## src/rtl/hae_pkg.sv

```systemverilog
// ----------------------------------------------------------------------------
// hae_pkg
// Types, widths and constants shared by the Hall angle and speed estimator.
// ----------------------------------------------------------------------------
`timescale 1ns / 1ps
`default_nettype none

package hae_pkg;

    localparam int ANGLE_W   = 32;
    localparam int SPEED_W   = 26;
    localparam int HALL_W    = 3;
    localparam int INTV_W    = 16;
    localparam int CMD_W     = 2;
    localparam int PP_W      = 6;
    localparam int TO_W      = 10;
    localparam int LR_W      = 16;
    localparam int CFG_W     = 16;
    localparam int CFG_IDX_W = 2;
    localparam int MS_W      = 16;
    localparam int SUM_W     = 20;
    localparam int PROD_LR_W = SUM_W + LR_W;
    localparam int PROD_PP_W = SUM_W + PP_W;
    localparam int DIV_NUM_W = 64;
    localparam int DIV_DEN_W = 40;

    typedef enum logic [CMD_W-1:0] {
        CMD_CTRL_TICK = 2'd0,
        CMD_HALL_EDGE = 2'd1,
        CMD_MS_TICK   = 2'd2,
        CMD_NONE      = 2'd3
    } t_cmd_code;

    localparam logic [CFG_IDX_W-1:0] CFG_PAIR_COUNT = 2'd0;
    localparam logic [CFG_IDX_W-1:0] CFG_TIMEOUT_MS = 2'd1;
    localparam logic [CFG_IDX_W-1:0] CFG_LOOP_RATE  = 2'd2;

    localparam logic [PP_W-1:0] PP_RESET = 6'd4;
    localparam logic [TO_W-1:0] TO_RESET = 10'd50;
    localparam logic [LR_W-1:0] LR_RESET = 16'd10000;

    localparam logic [HALL_W-1:0] HALL_ALL_LOW  = 3'd0;
    localparam logic [HALL_W-1:0] HALL_ALL_HIGH = 3'd7;

    localparam logic [ANGLE_W-1:0] SECTOR_ANGLE [0:7] = '{
        32'd0, 32'd3982996097, 32'd2505562719, 32'd3227099362,
        32'd1079642136, 32'd378833926, 32'd1829788037, 32'd0
    };

    typedef enum logic [3:0] {
        ST_IDLE,
        ST_EXEC,
        ST_SUM,
        ST_MUL,
        ST_DIV_STEP_GO,
        ST_DIV_STEP_WAIT,
        ST_DIV_SPEED_GO,
        ST_DIV_SPEED_WAIT,
        ST_DONE
    } t_state;

    typedef struct packed {
        logic load;
        logic exec;
        logic sum_step;
        logic mul;
        logic zero_speed;
        logic div_start;
        logic div_speed;
        logic store_step;
        logic store_speed;
        logic out_load;
    } t_dp_cmd;

    typedef struct packed {
        logic need_calc;
        logic sum_last;
        logic sum_zero;
        logic div_done;
        logic out_free;
    } t_dp_stat;

endpackage

`default_nettype wire

```

## src/rtl/hae_div.sv

```systemverilog
// ----------------------------------------------------------------------------
// hae_div
// Restoring unsigned divider, one quotient bit per cycle.
// ----------------------------------------------------------------------------
`timescale 1ns / 1ps
`default_nettype none

module hae_div (
    input  wire logic                            i_clk,
    input  wire logic                            i_rst_n,
    input  wire logic                            i_start,
    input  wire logic [hae_pkg::DIV_NUM_W-1:0]   i_dividend,
    input  wire logic [hae_pkg::DIV_DEN_W-1:0]   i_divisor,
    output logic                                 o_done,
    output logic      [hae_pkg::DIV_NUM_W-1:0]   o_quotient
);
    import hae_pkg::*;

    localparam int CNT_W = $clog2(DIV_NUM_W);

    logic [DIV_NUM_W-1:0] r_quo;
    logic [DIV_DEN_W-1:0] r_rem;
    logic [DIV_DEN_W-1:0] r_den;
    logic [CNT_W-1:0]     r_cnt;
    logic                 r_busy;
    logic                 r_done;

    logic [DIV_DEN_W:0]   n_trial;
    logic                 n_fits;

    assign n_trial = {r_rem, r_quo[DIV_NUM_W-1]};
    assign n_fits  = n_trial >= {1'b0, r_den};

    always_ff @(posedge i_clk) begin
        if (!i_rst_n) begin
            r_busy <= 1'b0;
            r_done <= 1'b0;
            r_cnt  <= '0;
        end else begin
            r_done <= 1'b0;
            if (i_start) begin
                r_busy <= 1'b1;
                r_cnt  <= '0;
            end else if (r_busy) begin
                r_cnt <= r_cnt + 1'b1;
                if (r_cnt == CNT_W'(DIV_NUM_W - 1)) begin
                    r_busy <= 1'b0;
                    r_done <= 1'b1;
                end
            end
        end
    end

    always_ff @(posedge i_clk) begin
        if (i_start) begin
            r_quo <= i_dividend;
            r_rem <= '0;
            r_den <= i_divisor;
        end else if (r_busy) begin
            if (n_fits) begin
                r_rem <= DIV_DEN_W'(n_trial - {1'b0, r_den});
            end else begin
                r_rem <= n_trial[DIV_DEN_W-1:0];
            end
            r_quo <= {r_quo[DIV_NUM_W-2:0], n_fits};
        end
    end

    assign o_done     = r_done;
    assign o_quotient = r_quo;

endmodule

`default_nettype wire

```

## src/rtl/hae_datapath.sv

```systemverilog
// ----------------------------------------------------------------------------
// hae_datapath
// Estimator state, interval ring, ring summation, products, divider and
// output register.
// ----------------------------------------------------------------------------
`timescale 1ns / 1ps
`default_nettype none

module hae_datapath #(
    parameter int EDGES_PER_UPDATE = 6,
    parameter int CAPTURE_CLOCK_HZ = 1000000
) (
    input  wire logic                              i_clk,
    input  wire logic                              i_rst_n,
    input  wire hae_pkg::t_dp_cmd                  i_cmd,
    output hae_pkg::t_dp_stat                      o_stat,
    input  wire logic                              i_cfg_we,
    input  wire logic [hae_pkg::CFG_IDX_W-1:0]     i_cfg_index,
    input  wire logic [hae_pkg::CFG_W-1:0]         i_cfg_data,
    input  wire logic [hae_pkg::CMD_W-1:0]         i_command,
    input  wire logic [hae_pkg::HALL_W-1:0]        i_hall_state,
    input  wire logic [hae_pkg::INTV_W-1:0]        i_edge_interval,
    input  wire logic                              i_out_ready,
    output logic                                   o_out_valid,
    output logic      [hae_pkg::ANGLE_W-1:0]       o_angle,
    output logic      [hae_pkg::ANGLE_W-1:0]       o_angle_step,
    output logic      [hae_pkg::SPEED_W-1:0]       o_speed_rpm
);
    import hae_pkg::*;

    localparam int IDX_W = (EDGES_PER_UPDATE > 1) ? $clog2(EDGES_PER_UPDATE) : 1;
    localparam logic [DIV_NUM_W-1:0] StepNum =
        (64'(CAPTURE_CLOCK_HZ) * 64'(EDGES_PER_UPDATE)) << 32;
    localparam logic [DIV_NUM_W-1:0] SpeedNum =
        64'(10) * 64'(CAPTURE_CLOCK_HZ) * 64'(EDGES_PER_UPDATE);

    // configuration
    logic [PP_W-1:0] r_pair_count;
    logic [TO_W-1:0] r_timeout;
    logic [LR_W-1:0] r_loop_rate;

    // latched beat
    t_cmd_code         r_cmd;
    logic [HALL_W-1:0] r_hall;
    logic [INTV_W-1:0] r_intv;

    // estimator state
    logic [ANGLE_W-1:0] r_angle;
    logic [ANGLE_W-1:0] r_step;
    logic [SPEED_W-1:0] r_speed;
    logic [INTV_W-1:0]  r_ring [0:EDGES_PER_UPDATE-1];
    logic [IDX_W-1:0]   r_ring_idx;
    logic               r_pending;
    logic [MS_W-1:0]    r_ms;

    // speed update
    logic [SUM_W-1:0]     r_sum;
    logic [IDX_W-1:0]     r_sum_idx;
    logic [PROD_LR_W-1:0] r_prod_lr;
    logic [PROD_PP_W-1:0] r_prod_pp;

    logic                 r_out_valid;

    logic [MS_W-1:0]      n_ms;
    logic                 n_timeout;
    logic                 n_snap;
    logic [PP_W-1:0]      n_pp;
    logic [LR_W-1:0]      n_lr;
    logic [DIV_NUM_W-1:0] n_dividend;
    logic [DIV_DEN_W-1:0] n_divisor;
    logic                 div_done;
    logic [DIV_NUM_W-1:0] div_quo;

    assign n_ms      = (r_ms == '1) ? r_ms : r_ms + 1'b1;
    assign n_timeout = n_ms > MS_W'(r_timeout);
    assign n_snap    = (r_hall != HALL_ALL_LOW) && (r_hall != HALL_ALL_HIGH);
    assign n_pp      = (r_pair_count == '0) ? PP_W'(1) : r_pair_count;
    assign n_lr      = (r_loop_rate == '0) ? LR_W'(1) : r_loop_rate;

    always_comb begin
        if (i_cmd.div_speed) begin
            n_dividend = SpeedNum;
            n_divisor  = DIV_DEN_W'(r_prod_pp);
        end else begin
            n_dividend = StepNum;
            n_divisor  = DIV_DEN_W'({r_prod_lr, 2'b00}) + DIV_DEN_W'({r_prod_lr, 1'b0});
        end
    end

    hae_div u_div (
        .i_clk      (i_clk),
        .i_rst_n    (i_rst_n),
        .i_start    (i_cmd.div_start),
        .i_dividend (n_dividend),
        .i_divisor  (n_divisor),
        .o_done     (div_done),
        .o_quotient (div_quo)
    );

    always_ff @(posedge i_clk) begin
        if (!i_rst_n) begin
            r_pair_count <= PP_RESET;
            r_timeout    <= TO_RESET;
            r_loop_rate  <= LR_RESET;
        end else if (i_cfg_we) begin
            case (i_cfg_index)
                CFG_PAIR_COUNT: r_pair_count <= i_cfg_data[PP_W-1:0];
                CFG_TIMEOUT_MS: r_timeout    <= i_cfg_data[TO_W-1:0];
                CFG_LOOP_RATE:  r_loop_rate  <= i_cfg_data[LR_W-1:0];
                default: ;
            endcase
        end
    end

    always_ff @(posedge i_clk) begin
        if (i_cmd.load) begin
            r_cmd  <= t_cmd_code'(i_command);
            r_hall <= i_hall_state;
            r_intv <= i_edge_interval;
        end
    end

    always_ff @(posedge i_clk) begin
        if (!i_rst_n) begin
            r_angle    <= '0;
            r_step     <= '0;
            r_speed    <= '0;
            r_ring_idx <= '0;
            r_pending  <= 1'b0;
            r_ms       <= '0;
            for (int i = 0; i < EDGES_PER_UPDATE; i++) begin
                r_ring[i] <= '0;
            end
        end else begin
            if (i_cmd.exec) begin
                case (r_cmd)
                    CMD_CTRL_TICK: r_angle <= r_angle + r_step;
                    CMD_HALL_EDGE: begin
                        if (n_snap) begin
                            r_angle <= SECTOR_ANGLE[r_hall];
                        end
                        r_ms               <= '0;
                        r_ring[r_ring_idx] <= r_intv;
                        if (r_ring_idx == IDX_W'(EDGES_PER_UPDATE - 1)) begin
                            r_ring_idx <= '0;
                            r_pending  <= 1'b1;
                        end else begin
                            r_ring_idx <= r_ring_idx + 1'b1;
                        end
                    end
                    CMD_MS_TICK: begin
                        r_ms      <= n_ms;
                        r_pending <= 1'b0;
                        if (n_timeout) begin
                            r_speed <= '0;
                            r_step  <= '0;
                            if (n_snap) begin
                                r_angle <= SECTOR_ANGLE[r_hall];
                            end
                        end
                    end
                    default: ;
                endcase
            end
            if (i_cmd.zero_speed) begin
                r_speed <= '0;
                r_step  <= '0;
            end
            if (i_cmd.store_step) begin
                r_step <= (|div_quo[DIV_NUM_W-1:ANGLE_W]) ? '1 : div_quo[ANGLE_W-1:0];
            end
            if (i_cmd.store_speed) begin
                r_speed <= (|div_quo[DIV_NUM_W-1:SPEED_W]) ? '1 : div_quo[SPEED_W-1:0];
            end
        end
    end

    always_ff @(posedge i_clk) begin
        if (i_cmd.exec) begin
            r_sum     <= '0;
            r_sum_idx <= '0;
        end else if (i_cmd.sum_step) begin
            r_sum     <= r_sum + SUM_W'(r_ring[r_sum_idx]);
            r_sum_idx <= r_sum_idx + 1'b1;
        end
        if (i_cmd.mul) begin
            r_prod_lr <= PROD_LR_W'(r_sum) * PROD_LR_W'(n_lr);
            r_prod_pp <= PROD_PP_W'(r_sum) * PROD_PP_W'(n_pp);
        end
    end

    always_ff @(posedge i_clk) begin
        if (!i_rst_n) begin
            r_out_valid <= 1'b0;
        end else if (i_cmd.out_load) begin
            r_out_valid <= 1'b1;
        end else if (i_out_ready) begin
            r_out_valid <= 1'b0;
        end
    end

    always_ff @(posedge i_clk) begin
        if (i_cmd.out_load) begin
            o_angle      <= r_angle;
            o_angle_step <= r_step;
            o_speed_rpm  <= r_speed;
        end
    end

    assign o_out_valid      = r_out_valid;
    assign o_stat.need_calc = (r_cmd == CMD_MS_TICK) && !n_timeout && r_pending;
    assign o_stat.sum_last  = r_sum_idx == IDX_W'(EDGES_PER_UPDATE - 1);
    assign o_stat.sum_zero  = r_sum == '0;
    assign o_stat.div_done  = div_done;
    assign o_stat.out_free  = !r_out_valid || i_out_ready;

endmodule

`default_nettype wire

```

## src/rtl/hae_ctrl.sv

```systemverilog
// ----------------------------------------------------------------------------
// hae_ctrl
// Sequencer for one beat: update, then ring sum, products and two divisions when a speed update is due, output.
// ----------------------------------------------------------------------------
`timescale 1ns / 1ps
`default_nettype none

module hae_ctrl (
    input  wire logic              i_clk,
    input  wire logic              i_rst_n,
    input  wire logic              i_in_valid,
    output logic                   o_in_ready,
    input  wire hae_pkg::t_dp_stat i_stat,
    output hae_pkg::t_dp_cmd       o_cmd
);
    import hae_pkg::*;

    t_state r_state;
    t_state n_state;

    always_ff @(posedge i_clk) begin
        if (!i_rst_n) begin
            r_state <= ST_IDLE;
        end else begin
            r_state <= n_state;
        end
    end

    always_comb begin
        n_state    = r_state;
        o_cmd      = '0;
        o_in_ready = 1'b0;
        case (r_state)
            ST_IDLE: begin
                o_in_ready = 1'b1;
                if (i_in_valid) begin
                    o_cmd.load = 1'b1;
                    n_state    = ST_EXEC;
                end
            end
            ST_EXEC: begin
                o_cmd.exec = 1'b1;
                n_state    = i_stat.need_calc ? ST_SUM : ST_DONE;
            end
            ST_SUM: begin
                o_cmd.sum_step = 1'b1;
                if (i_stat.sum_last) begin
                    n_state = ST_MUL;
                end
            end
            ST_MUL: begin
                if (i_stat.sum_zero) begin
                    o_cmd.zero_speed = 1'b1;
                    n_state          = ST_DONE;
                end else begin
                    o_cmd.mul = 1'b1;
                    n_state   = ST_DIV_STEP_GO;
                end
            end
            ST_DIV_STEP_GO: begin
                o_cmd.div_start = 1'b1;
                n_state         = ST_DIV_STEP_WAIT;
            end
            ST_DIV_STEP_WAIT: begin
                if (i_stat.div_done) begin
                    o_cmd.store_step = 1'b1;
                    n_state          = ST_DIV_SPEED_GO;
                end
            end
            ST_DIV_SPEED_GO: begin
                o_cmd.div_start = 1'b1;
                o_cmd.div_speed = 1'b1;
                n_state         = ST_DIV_SPEED_WAIT;
            end
            ST_DIV_SPEED_WAIT: begin
                if (i_stat.div_done) begin
                    o_cmd.store_speed = 1'b1;
                    n_state           = ST_DONE;
                end
            end
            ST_DONE: begin
                if (i_stat.out_free) begin
                    o_cmd.out_load = 1'b1;
                    n_state        = ST_IDLE;
                end
            end
            default: n_state = ST_IDLE;
        endcase
    end

endmodule

`default_nettype wire

```

## src/rtl/hall_angle_speed_estimator.sv

```systemverilog
// Each beat is latched and executed. For a millisecond tick with a speed update due,
// the ring is summed an entry a cycle, the products are formed and the divider is run
// twice, for the angle step and then the speed, each with start and store; when the
// ring sum is zero, speed and step are cleared instead. The result then waits for a
// free output. One beat in work at a time; the next is taken once the result is loaded.
// Synchronous active-low reset clears estimator state and restores register defaults.
// ----------------------------------------------------------------------------
// hall_angle_speed_estimator
// Hall sensor angle interpolation and speed estimation, top level.
// ----------------------------------------------------------------------------
`timescale 1ns / 1ps
`default_nettype none

module hall_angle_speed_estimator #(
    parameter int EDGES_PER_UPDATE = 6,
    parameter int CAPTURE_CLOCK_HZ = 1000000
) (
    input  wire logic                              i_clk,
    input  wire logic                              i_rst_n,
    input  wire logic                              i_cfg_we,
    input  wire logic [hae_pkg::CFG_IDX_W-1:0]     i_cfg_index,
    input  wire logic [hae_pkg::CFG_W-1:0]         i_cfg_data,
    input  wire logic                              i_in_valid,
    output logic                                   o_in_ready,
    input  wire logic [hae_pkg::CMD_W-1:0]         i_command,
    input  wire logic [hae_pkg::HALL_W-1:0]        i_hall_state,
    input  wire logic [hae_pkg::INTV_W-1:0]        i_edge_interval,
    output logic                                   o_out_valid,
    input  wire logic                              i_out_ready,
    output logic      [hae_pkg::ANGLE_W-1:0]       o_angle,
    output logic      [hae_pkg::ANGLE_W-1:0]       o_angle_step,
    output logic      [hae_pkg::SPEED_W-1:0]       o_speed_rpm
);
    import hae_pkg::*;

    t_dp_cmd  dp_cmd;
    t_dp_stat dp_stat;

    hae_ctrl u_ctrl (
        .i_clk      (i_clk),
        .i_rst_n    (i_rst_n),
        .i_in_valid (i_in_valid),
        .o_in_ready (o_in_ready),
        .i_stat     (dp_stat),
        .o_cmd      (dp_cmd)
    );

    hae_datapath #(
        .EDGES_PER_UPDATE (EDGES_PER_UPDATE),
        .CAPTURE_CLOCK_HZ (CAPTURE_CLOCK_HZ)
    ) u_datapath (
        .i_clk           (i_clk),
        .i_rst_n         (i_rst_n),
        .i_cmd           (dp_cmd),
        .o_stat          (dp_stat),
        .i_cfg_we        (i_cfg_we),
        .i_cfg_index     (i_cfg_index),
        .i_cfg_data      (i_cfg_data),
        .i_command       (i_command),
        .i_hall_state    (i_hall_state),
        .i_edge_interval (i_edge_interval),
        .i_out_ready     (i_out_ready),
        .o_out_valid     (o_out_valid),
        .o_angle         (o_angle),
        .o_angle_step    (o_angle_step),
        .o_speed_rpm     (o_speed_rpm)
    );

endmodule

`default_nettype wire

```

## config.mk

```make
export PLATFORM = sky130hd
export DESIGN_NAME = hall_angle_speed_estimator
export DESIGN_NICKNAME = d
export VERILOG_FILES = /design/src/rtl/hae_pkg.sv /design/src/rtl/hae_div.sv /design/src/rtl/hae_datapath.sv /design/src/rtl/hae_ctrl.sv /design/src/rtl/hall_angle_speed_estimator.sv
export SDC_FILE = /design/constraint.sdc
export NUM_CORES = 2
export LEC_CHECK = 0
export ABC_CLOCK_PERIOD_IN_PS = 7200
export BUFFER_PORTS_ARGS = -buffer_cell sky130_fd_sc_hd__buf_4
export CAP_MARGIN = 20
export CORE_ASPECT_RATIO = 0.7
export CORE_UTILIZATION = 40
export CTS_BUF_LIST = sky130_fd_sc_hd__clkbuf_4 sky130_fd_sc_hd__clkbuf_8 sky130_fd_sc_hd__clkbuf_16
export CTS_CLUSTER_SIZE = 30
export DETAILED_ROUTE_END_ITERATION = 10
export PLACE_DENSITY = 0.64
export SLEW_MARGIN = 20
export SYNTH_ARGS = -nofsm -noshare
export SYNTH_HDL_FRONTEND = slang
export SYNTH_HIERARCHICAL = 1
export SYNTH_SLANG_ARGS = --single-unit
```

## constraint.sdc

```tcl
create_clock -name i_clk -period 7.2 [get_ports i_clk]
set_clock_uncertainty 0.2 [all_clocks]
set_input_delay 1.44 -clock i_clk [delete_from_list [all_inputs] [get_ports i_clk]]
set_output_delay 1.44 -clock i_clk [all_outputs]
set_load 0.02 [all_outputs]
```

==> After elaboration in Yosys (flattened, before gate mapping) <==
Memories as Yosys holds them, arrays and structs flattened. A register that Yosys moved wholly into a read port is not among the register bits.
Index checks and enable logic that the tools add are counted.
{ "totals": {"memories": 2, "ff_bits": 494, "word_cells": 177, "ramBits": 96, "in_bits": 44, "rom_bits": 256, "output_inout_bits": 92} }
{ "op_classes": {"bitwise_logic": 3, "mul": 2, "eq_ne": 24, "order_cmp": 3, "n_reduce_logical": 39, "addsub": 8, "muxes": 68} }
{ "mem_list": {"columns": ["memory", "words", "width", "read_ports", "rd_ports_with_merged_regs", "write_ports", "line", "source"], "rows": [
  ["(no name shown)", 8, 32, 1, 0, 0, "hae_datapath.sv:158", "r_angle <= SECTOR_ANGLE[r_hall];"],
  ["u_datapath.r_ring", 6, 16, 1, 1, 6, "hae_datapath.sv:51", "logic [INTV_W-1:0] r_ring [0:EDGES_PER_UPDATE-1];"]
]} }
{ "op_table": {"columns": ["op", "count"], "rows": [
  ["$mux W32", 10],
  ["$mux W26", 7],
  ["$mux W64", 2],
  ["$pmux W32 S3", 1],
  ["$mux W55", 1],
  ["$mux W16", 3],
  ["$ge A41 B39 Y1", 1],
  ["$mux W40", 1],
  ["$sub A40 B39 Y40", 1],
  ["$add A38 B37 Y39", 1],
  ["$reduce_or A38 Y1", 1],
  ["$mul A20 B16 Y36", 1],
  ["$pmux W4 S9", 1],
  ["$add A32 B32 Y32", 1],
  ["$pmux W16 S2", 1],
  ["$reduce_or A32 Y1", 1],
  ["$mux W4", 7],
  ["$mux W1", 27],
  ["$mul A20 B6 Y26", 1],
  ["$reduce_bool A3 Y1", 8],
  ["$add A20 B16 Y20", 1],
  ["$logic_not A20 Y1", 1],
  ["$add A16 B1 Y16 const B", 1],
  ["$eq A16 B16 Y1 const B", 1],
  ["other kinds (35)", 66]
]} }

==> Depth between registers and ports, before layout <==
{ "depth": {"depth_word": 8, "depth_mapped": 24, "ltp_nobuf": 23} }

==> By module <==
Netlist, hierarchy kept.
{ "modules_own_cells": {"columns": ["mod", "instances", "area_each_um2", "cells_per_inst", "seq_area_each_um2"], "rows": [
  ["hae_datapath", 1, 36286.1, 3642, 12421.9],
  ["hae_div", 1, 8642.0, 819, 4083.9],
  ["hae_ctrl", 1, 342.8, 47, 80.1]
]} }

==> Least setup slack after synthesis <==
Ideal clock, no wire load.
{ "synth_path": {"path_kind": "reg2reg", "startpoint": "register u_datapath.r_sum[17]", "endpoint": "register u_datapath.r_prod_lr[35], data pin", "path_slack_ns": 0.753, "path_stages_with_launch": 24, "arrival_ns": 5.978, "required_time_ns": 6.731, "synth_period_minus_slack_ns": 6.447, "n_path_buf": 3, "setup_time_ns": 0.269, "path_cell_list": "dfxtp_1 -> clkbuf_1 -> clkbuf_1 -> nand2_1 -> fa_1 -> fa_1 -> inv_1 -> fa_1 -> fa_1 -> fa_1 -> inv_1 -> fa_1 -> inv_1 -> ha_1 -> clkbuf_1 -> a211oi_1 -> nand2_1 -> a31o_2 -> a21oi_1 -> o21ai_0 -> nor2_1 -> o21ai_0 -> a2111oi_0 -> nor3_1"} }
{ "synth_between": {"elab_chain_cells": 1} }
{ "synth_rtl": {"columns": ["item", "line", "source"], "rows": [
  ["from (decl)", "hae_datapath.sv:57", "logic [SUM_W-1:0] r_sum;"],
  ["from (signal assigned)", "hae_datapath.sv:183", "r_sum <= r_sum + SUM_W'(r_ring[r_sum_idx]);"],
  ["$mul A20 B16 Y36", "hae_datapath.sv:187", "r_prod_lr <= PROD_LR_W'(r_sum) * PROD_LR_W'(n_lr);"],
  ["to (signal assigned)", "hae_datapath.sv:187", null],
  ["to (decl)", "hae_datapath.sv:59", "logic [PROD_LR_W-1:0] r_prod_lr;"]
]} }
No other way between the ends.
A chain may end at the register's enable or synchronous reset.

==> Worst setup path in the final report <==
{ "layout_path": {"startpoint": "register u_datapath.r_loop_rate[11]", "endpoint": "register u_datapath.r_prod_lr[35], data pin"} }
{ "layout_between": {"elab_chain_cells": 3} }
{ "layout_rtl": {"columns": ["item", "line", "source"], "rows": [
  ["from (decl)", "hae_datapath.sv:40", "logic [LR_W-1:0] r_loop_rate;"],
  ["from (signal assigned)", "hae_datapath.sv:109", "CFG_LOOP_RATE: r_loop_rate <= i_cfg_data[LR_W-1:0];"],
  ["$logic_not A16 Y1", "hae_datapath.sv:78", "assign n_lr = (r_loop_rate == '0) ? LR_W'(1) : r_loop_rate;"],
  ["$mux W16 *", "hae_datapath.sv:78", null],
  ["$mul A20 B16 Y36 *", "hae_datapath.sv:187", null]
]} }
Every way passes the cells marked *; elsewhere a longest branch is shown, timed or not.

==> impl_metrics.tcl <==
set metrics [dict create \
    clk_latency_ns 0.66 \
    yosysWarnings 6 \
    hold_viol 0 \
    start_util_pct 40.63 \
    gp_congestion 0.9144 \
    cp.arrival_ns 7.02 \
    pre_cts_slack_ns 0.2337 \
    max-vdd-ir-drop_mv 0.1763 \
    finalInstanceArea_um2 50440 \
    crit_fanout 14 \
    dpl-instance-area_um2 48010 \
    ios 136 \
    gr-total-overflow 0 \
    ys.flop_type "edfxtp_1" \
    die_x_um 404.1 \
    cpPeakStageDelay_ns 0.68 \
    min_period_ns 6.843 \
    synth_top_family_by_area "adder cells" \
    cts_root_buf "clkbuf_16" \
    portBuffers 135 \
    grt_pass1_wl_um 186400 \
    max_freq_ghz 0.1461 \
    tritoncts "built" \
    drt_iter0_markers 2685 \
    crit_chain "buf_4 -> and2_1 -> fa_1 -> fa_1 -> fa_1 -> fa_1 -> inv_1 -> fa_1 -> inv_1 -> ha_1 -> ha_1 -> and3_1 -> nand2_1 -> and3b_1 -> nand3_1 -> o21ai_0 -> nor2_1 -> o21ai_0 -> and4_1 -> nor3_1" \
    p_leak_nw 21.74 \
    clkSinkCount 626 \
    nFillCells 10378 \
    required_ns 7.38 \
    finalNetCount 5256 \
    fp.dieH_um 283.5 \
    dr.pass1.iters 6 \
    grt_start_max_net_pins 153 \
    synth.area.mux_share_pct 4.422 \
    syn_area_um2 45270 \
    fp.coreArea_um2 111400 \
    final_cells 6162 \
    finalSetupTns_ns 0 \
    cp_num_buf_inv 3 \
    max_slew.worst_pin.slew_ns 0.9824 \
    drv_cap 0 \
    multi_input_area_um2 26280 \
    vias 32746 \
    num_rows 102 \
    synth.distinct_cells 90 \
    crit_top_cell "fa_1" \
    via_per_inst 5.314 \
    synth_fa_ha_area_share_pct 22.42 \
    grt_usage_pct 20.53 \
    cts_setup_buffers 0 \
    ctsHoldBuffers 0 \
    cts_buffer_depth 3 \
    slew_headroom_pct 34.51 \
    fin_crit_sh_pct 95.04 \
    die_area_um2 114500 \
    powerDensity_nw_per_um2 168.7 \
    dp_hpwl_um 87690 \
    yosysSeqAreaShare_pct 36.64 \
    wl_per_cell_um 18.99 \
    critPathCaptureType "flop" \
    place_inst 6034 \
    rsz0062_at_grt "false" \
    area.sequential_um2 16620 \
    grt_pass1_vias 32196 \
    antenna_found_initial 2 \
    finalSetupViolCount 0 \
    cts_buffers 68 \
    drtAntennaViolNets 0 \
    synth-edff-count 405 \
    final-max-slew-violation-count 0 \
    hold_class "reg -> reg" \
    drive_gt1_share_pct 11.50 \
    outcome "completed" \
    synth-simple-area-share_pct 15.65 \
    cp_top_family "adder cells" \
    synthCells 4508 \
    area_growth_pct 11.42 \
    cts-htree-levels 3 \
    synth-async-reset-ratio_pct 0 \
    synth-xor-area-share_pct 3.057 \
    synth-compound-area-share_pct 11.91 \
    critical-path-slowest-cell "dfxtp_1" \
    worst_setup_path_start_kind "flop" \
    syn_area_per_cell_um2 10.04 \
    routed_wl_um 117000 \
    clk_pin_slew_ns 0.06 \
    drc 0 \
    fin_ws_ns 0.3570 \
    synth_seq_cells 626 \
    worstSetupPathType "reg -> reg" \
]
==> flip-flops by register name, indices dropped and copies added (netlist names), 10 cells and up, named ones only <==
name,count
u_datapath/r_ring,128
u_datapath/r_ms,16
u_datapath/r_intv,16
u_datapath/o_speed_rpm,26
u_datapath/o_angle,32
u_datapath/u_div/r_den,40
u_datapath/u_div/r_rem,40
u_datapath/r_sum,20
u_datapath/r_loop_rate,16
u_datapath/r_prod_pp,26
u_datapath/o_angle_step,32
u_datapath/u_div/o_quotient,64
u_datapath/r_speed,26
u_datapath/r_angle,32
u_datapath/r_timeout,10
u_datapath/r_prod_lr,36
u_datapath/r_step,32
==> synth_stat cells, types with 17 or more instances <==
cell type | instances | area share [%]
or3_1 | 20 | 0.28
buf_1 | 17 | 0.14
nand2_1 | 493 | 4.1
nor4_1 | 22 | 0.30
nand2b_1 | 43 | 0.59
inv_1 | 452 | 3.7
a311oi_1 | 17 | 0.33
o21a_1 | 25 | 0.41
a21oi_1 | 263 | 2.9
a311oi_2 | 20 | 0.66
a31oi_1 | 31 | 0.43
xnor2_1 | 98 | 1.9
ha_1 | 288 | 8.0
a211oi_1 | 39 | 0.65
nor2_1 | 280 | 2.3
mux2_2 | 84 | 2.1
a21o_1 | 90 | 1.5
mux4_2 | 32 | 1.6
nand3_1 | 63 | 0.70
nand4_1 | 30 | 0.41
mux2i_1 | 32 | 0.71
dfxtp_1 | 221 | 9.8
buf_2 | 18 | 0.20
nor2b_1 | 49 | 0.68
and2_1 | 305 | 4.2
xor2_1 | 60 | 1.2
nor3_1 | 65 | 0.72
and3_1 | 21 | 0.29
clkbuf_1 | 185 | 1.5
edfxtp_1 | 405 | 27
o21bai_1 | 17 | 0.28
fa_1 | 327 | 14
o21ai_0 | 191 | 2.1
==> final timing paths <==
| path | endpoint | slack, ns | startpoint | depth (start not counted) |
|---|---|---|---|---|
| max | u_datapath/r_prod_lr[35] | 0.36 | u_datapath/r_loop_rate[11] | 20 |
| min | u_datapath/o_speed_rpm[8] | 0.23 | u_datapath/r_speed[8] | 0 |
| max reg2reg | u_datapath/r_prod_lr[35] | 0.36 | u_datapath/r_loop_rate[11] | 20 |
| min reg2reg | u_datapath/o_speed_rpm[8] | 0.23 | u_datapath/r_speed[8] | 0 |
==> routing by layer <==
metal | up-vias | share of wire [%] | track usage, % | wire length, um
li1 | 15578 | - | - | -
met1 | 16087 | 51 | 32.60 | 59510
met2 | 972 | 40 | 28.51 | 47060
met3 | 109 | 7.1 | 3.714 | 8363
met4 | 0 | 1.8 | 4.517 | 2081
met5 | - | 0 | 0 | 0
==> repair_timing <==
action | 4_1_cts | 5_1_grt
setup endpoints to repair | 0 | 3
endpoints found under the hold margin | 0 | 0
gates resized for setup | 0 | 24
==> final cells by class <==
class	instances	share of cell area (%)
clock inverters	27	0.6970
clock buffers	98	3.999
inverters	453	3.371
flip-flops and latches	626	32.95
repair buffers	207	3.128
diodes	2	0.009922
well taps	1508	3.741
multi-input cells	3241	52.11
==> placed cells by master, fill, tap and decap left out, types with 62 or more instances in the layout <==
| master | instances |
|---|---|
| a21o_1 | 90 |
| a21oi_1 | 262 |
| and2_1 | 304 |
| buf_4 | 204 |
| clkbuf_16 | 71 |
| dfxtp_1 | 197 |
| edfxtp_1 | 405 |
| fa_1 | 327 |
| ha_1 | 288 |
| inv_1 | 451 |
| mux2_2 | 84 |
| nand2_1 | 493 |
| nand3_1 | 63 |
| nor2_1 | 275 |
| nor3_1 | 62 |
| o21ai_0 | 191 |
| xnor2_1 | 98 |
==> per-stage QoR <==
stage	power [mW]	hold WS, ns	utilization [%]
3_3_place_gp	4.864	0.2150	43.09
6_report	8.508	0.2311	45.27
2_1_floorplan	4.635	0.2086	-
4_1_cts	8.598	0.2318	45.22
3_5_place_dp	4.874	0.2176	43.09
5_1_grt	8.829	0.2416	45.27
==> power breakdown <==
part	internal, mW	total (mW)	leakage (nW)	switching [mW]
Sequential	3.91	4.00	5.73	0.0917
Clock	2.16	3.70	1.18	1.54
Combinational	0.304	0.809	14.8	0.506
==> kinds of logic after synthesis <==
group,count (synthesis)
other,1
muxes,149
DFF,626
xor gates and xnor gates,158
buffers and inverters,685
AOI/OAI and AO/OA,827
adders and majority gates,615
and+or+nand+nor,1447
No activity file was read; power rests on OpenSTA's default activity.
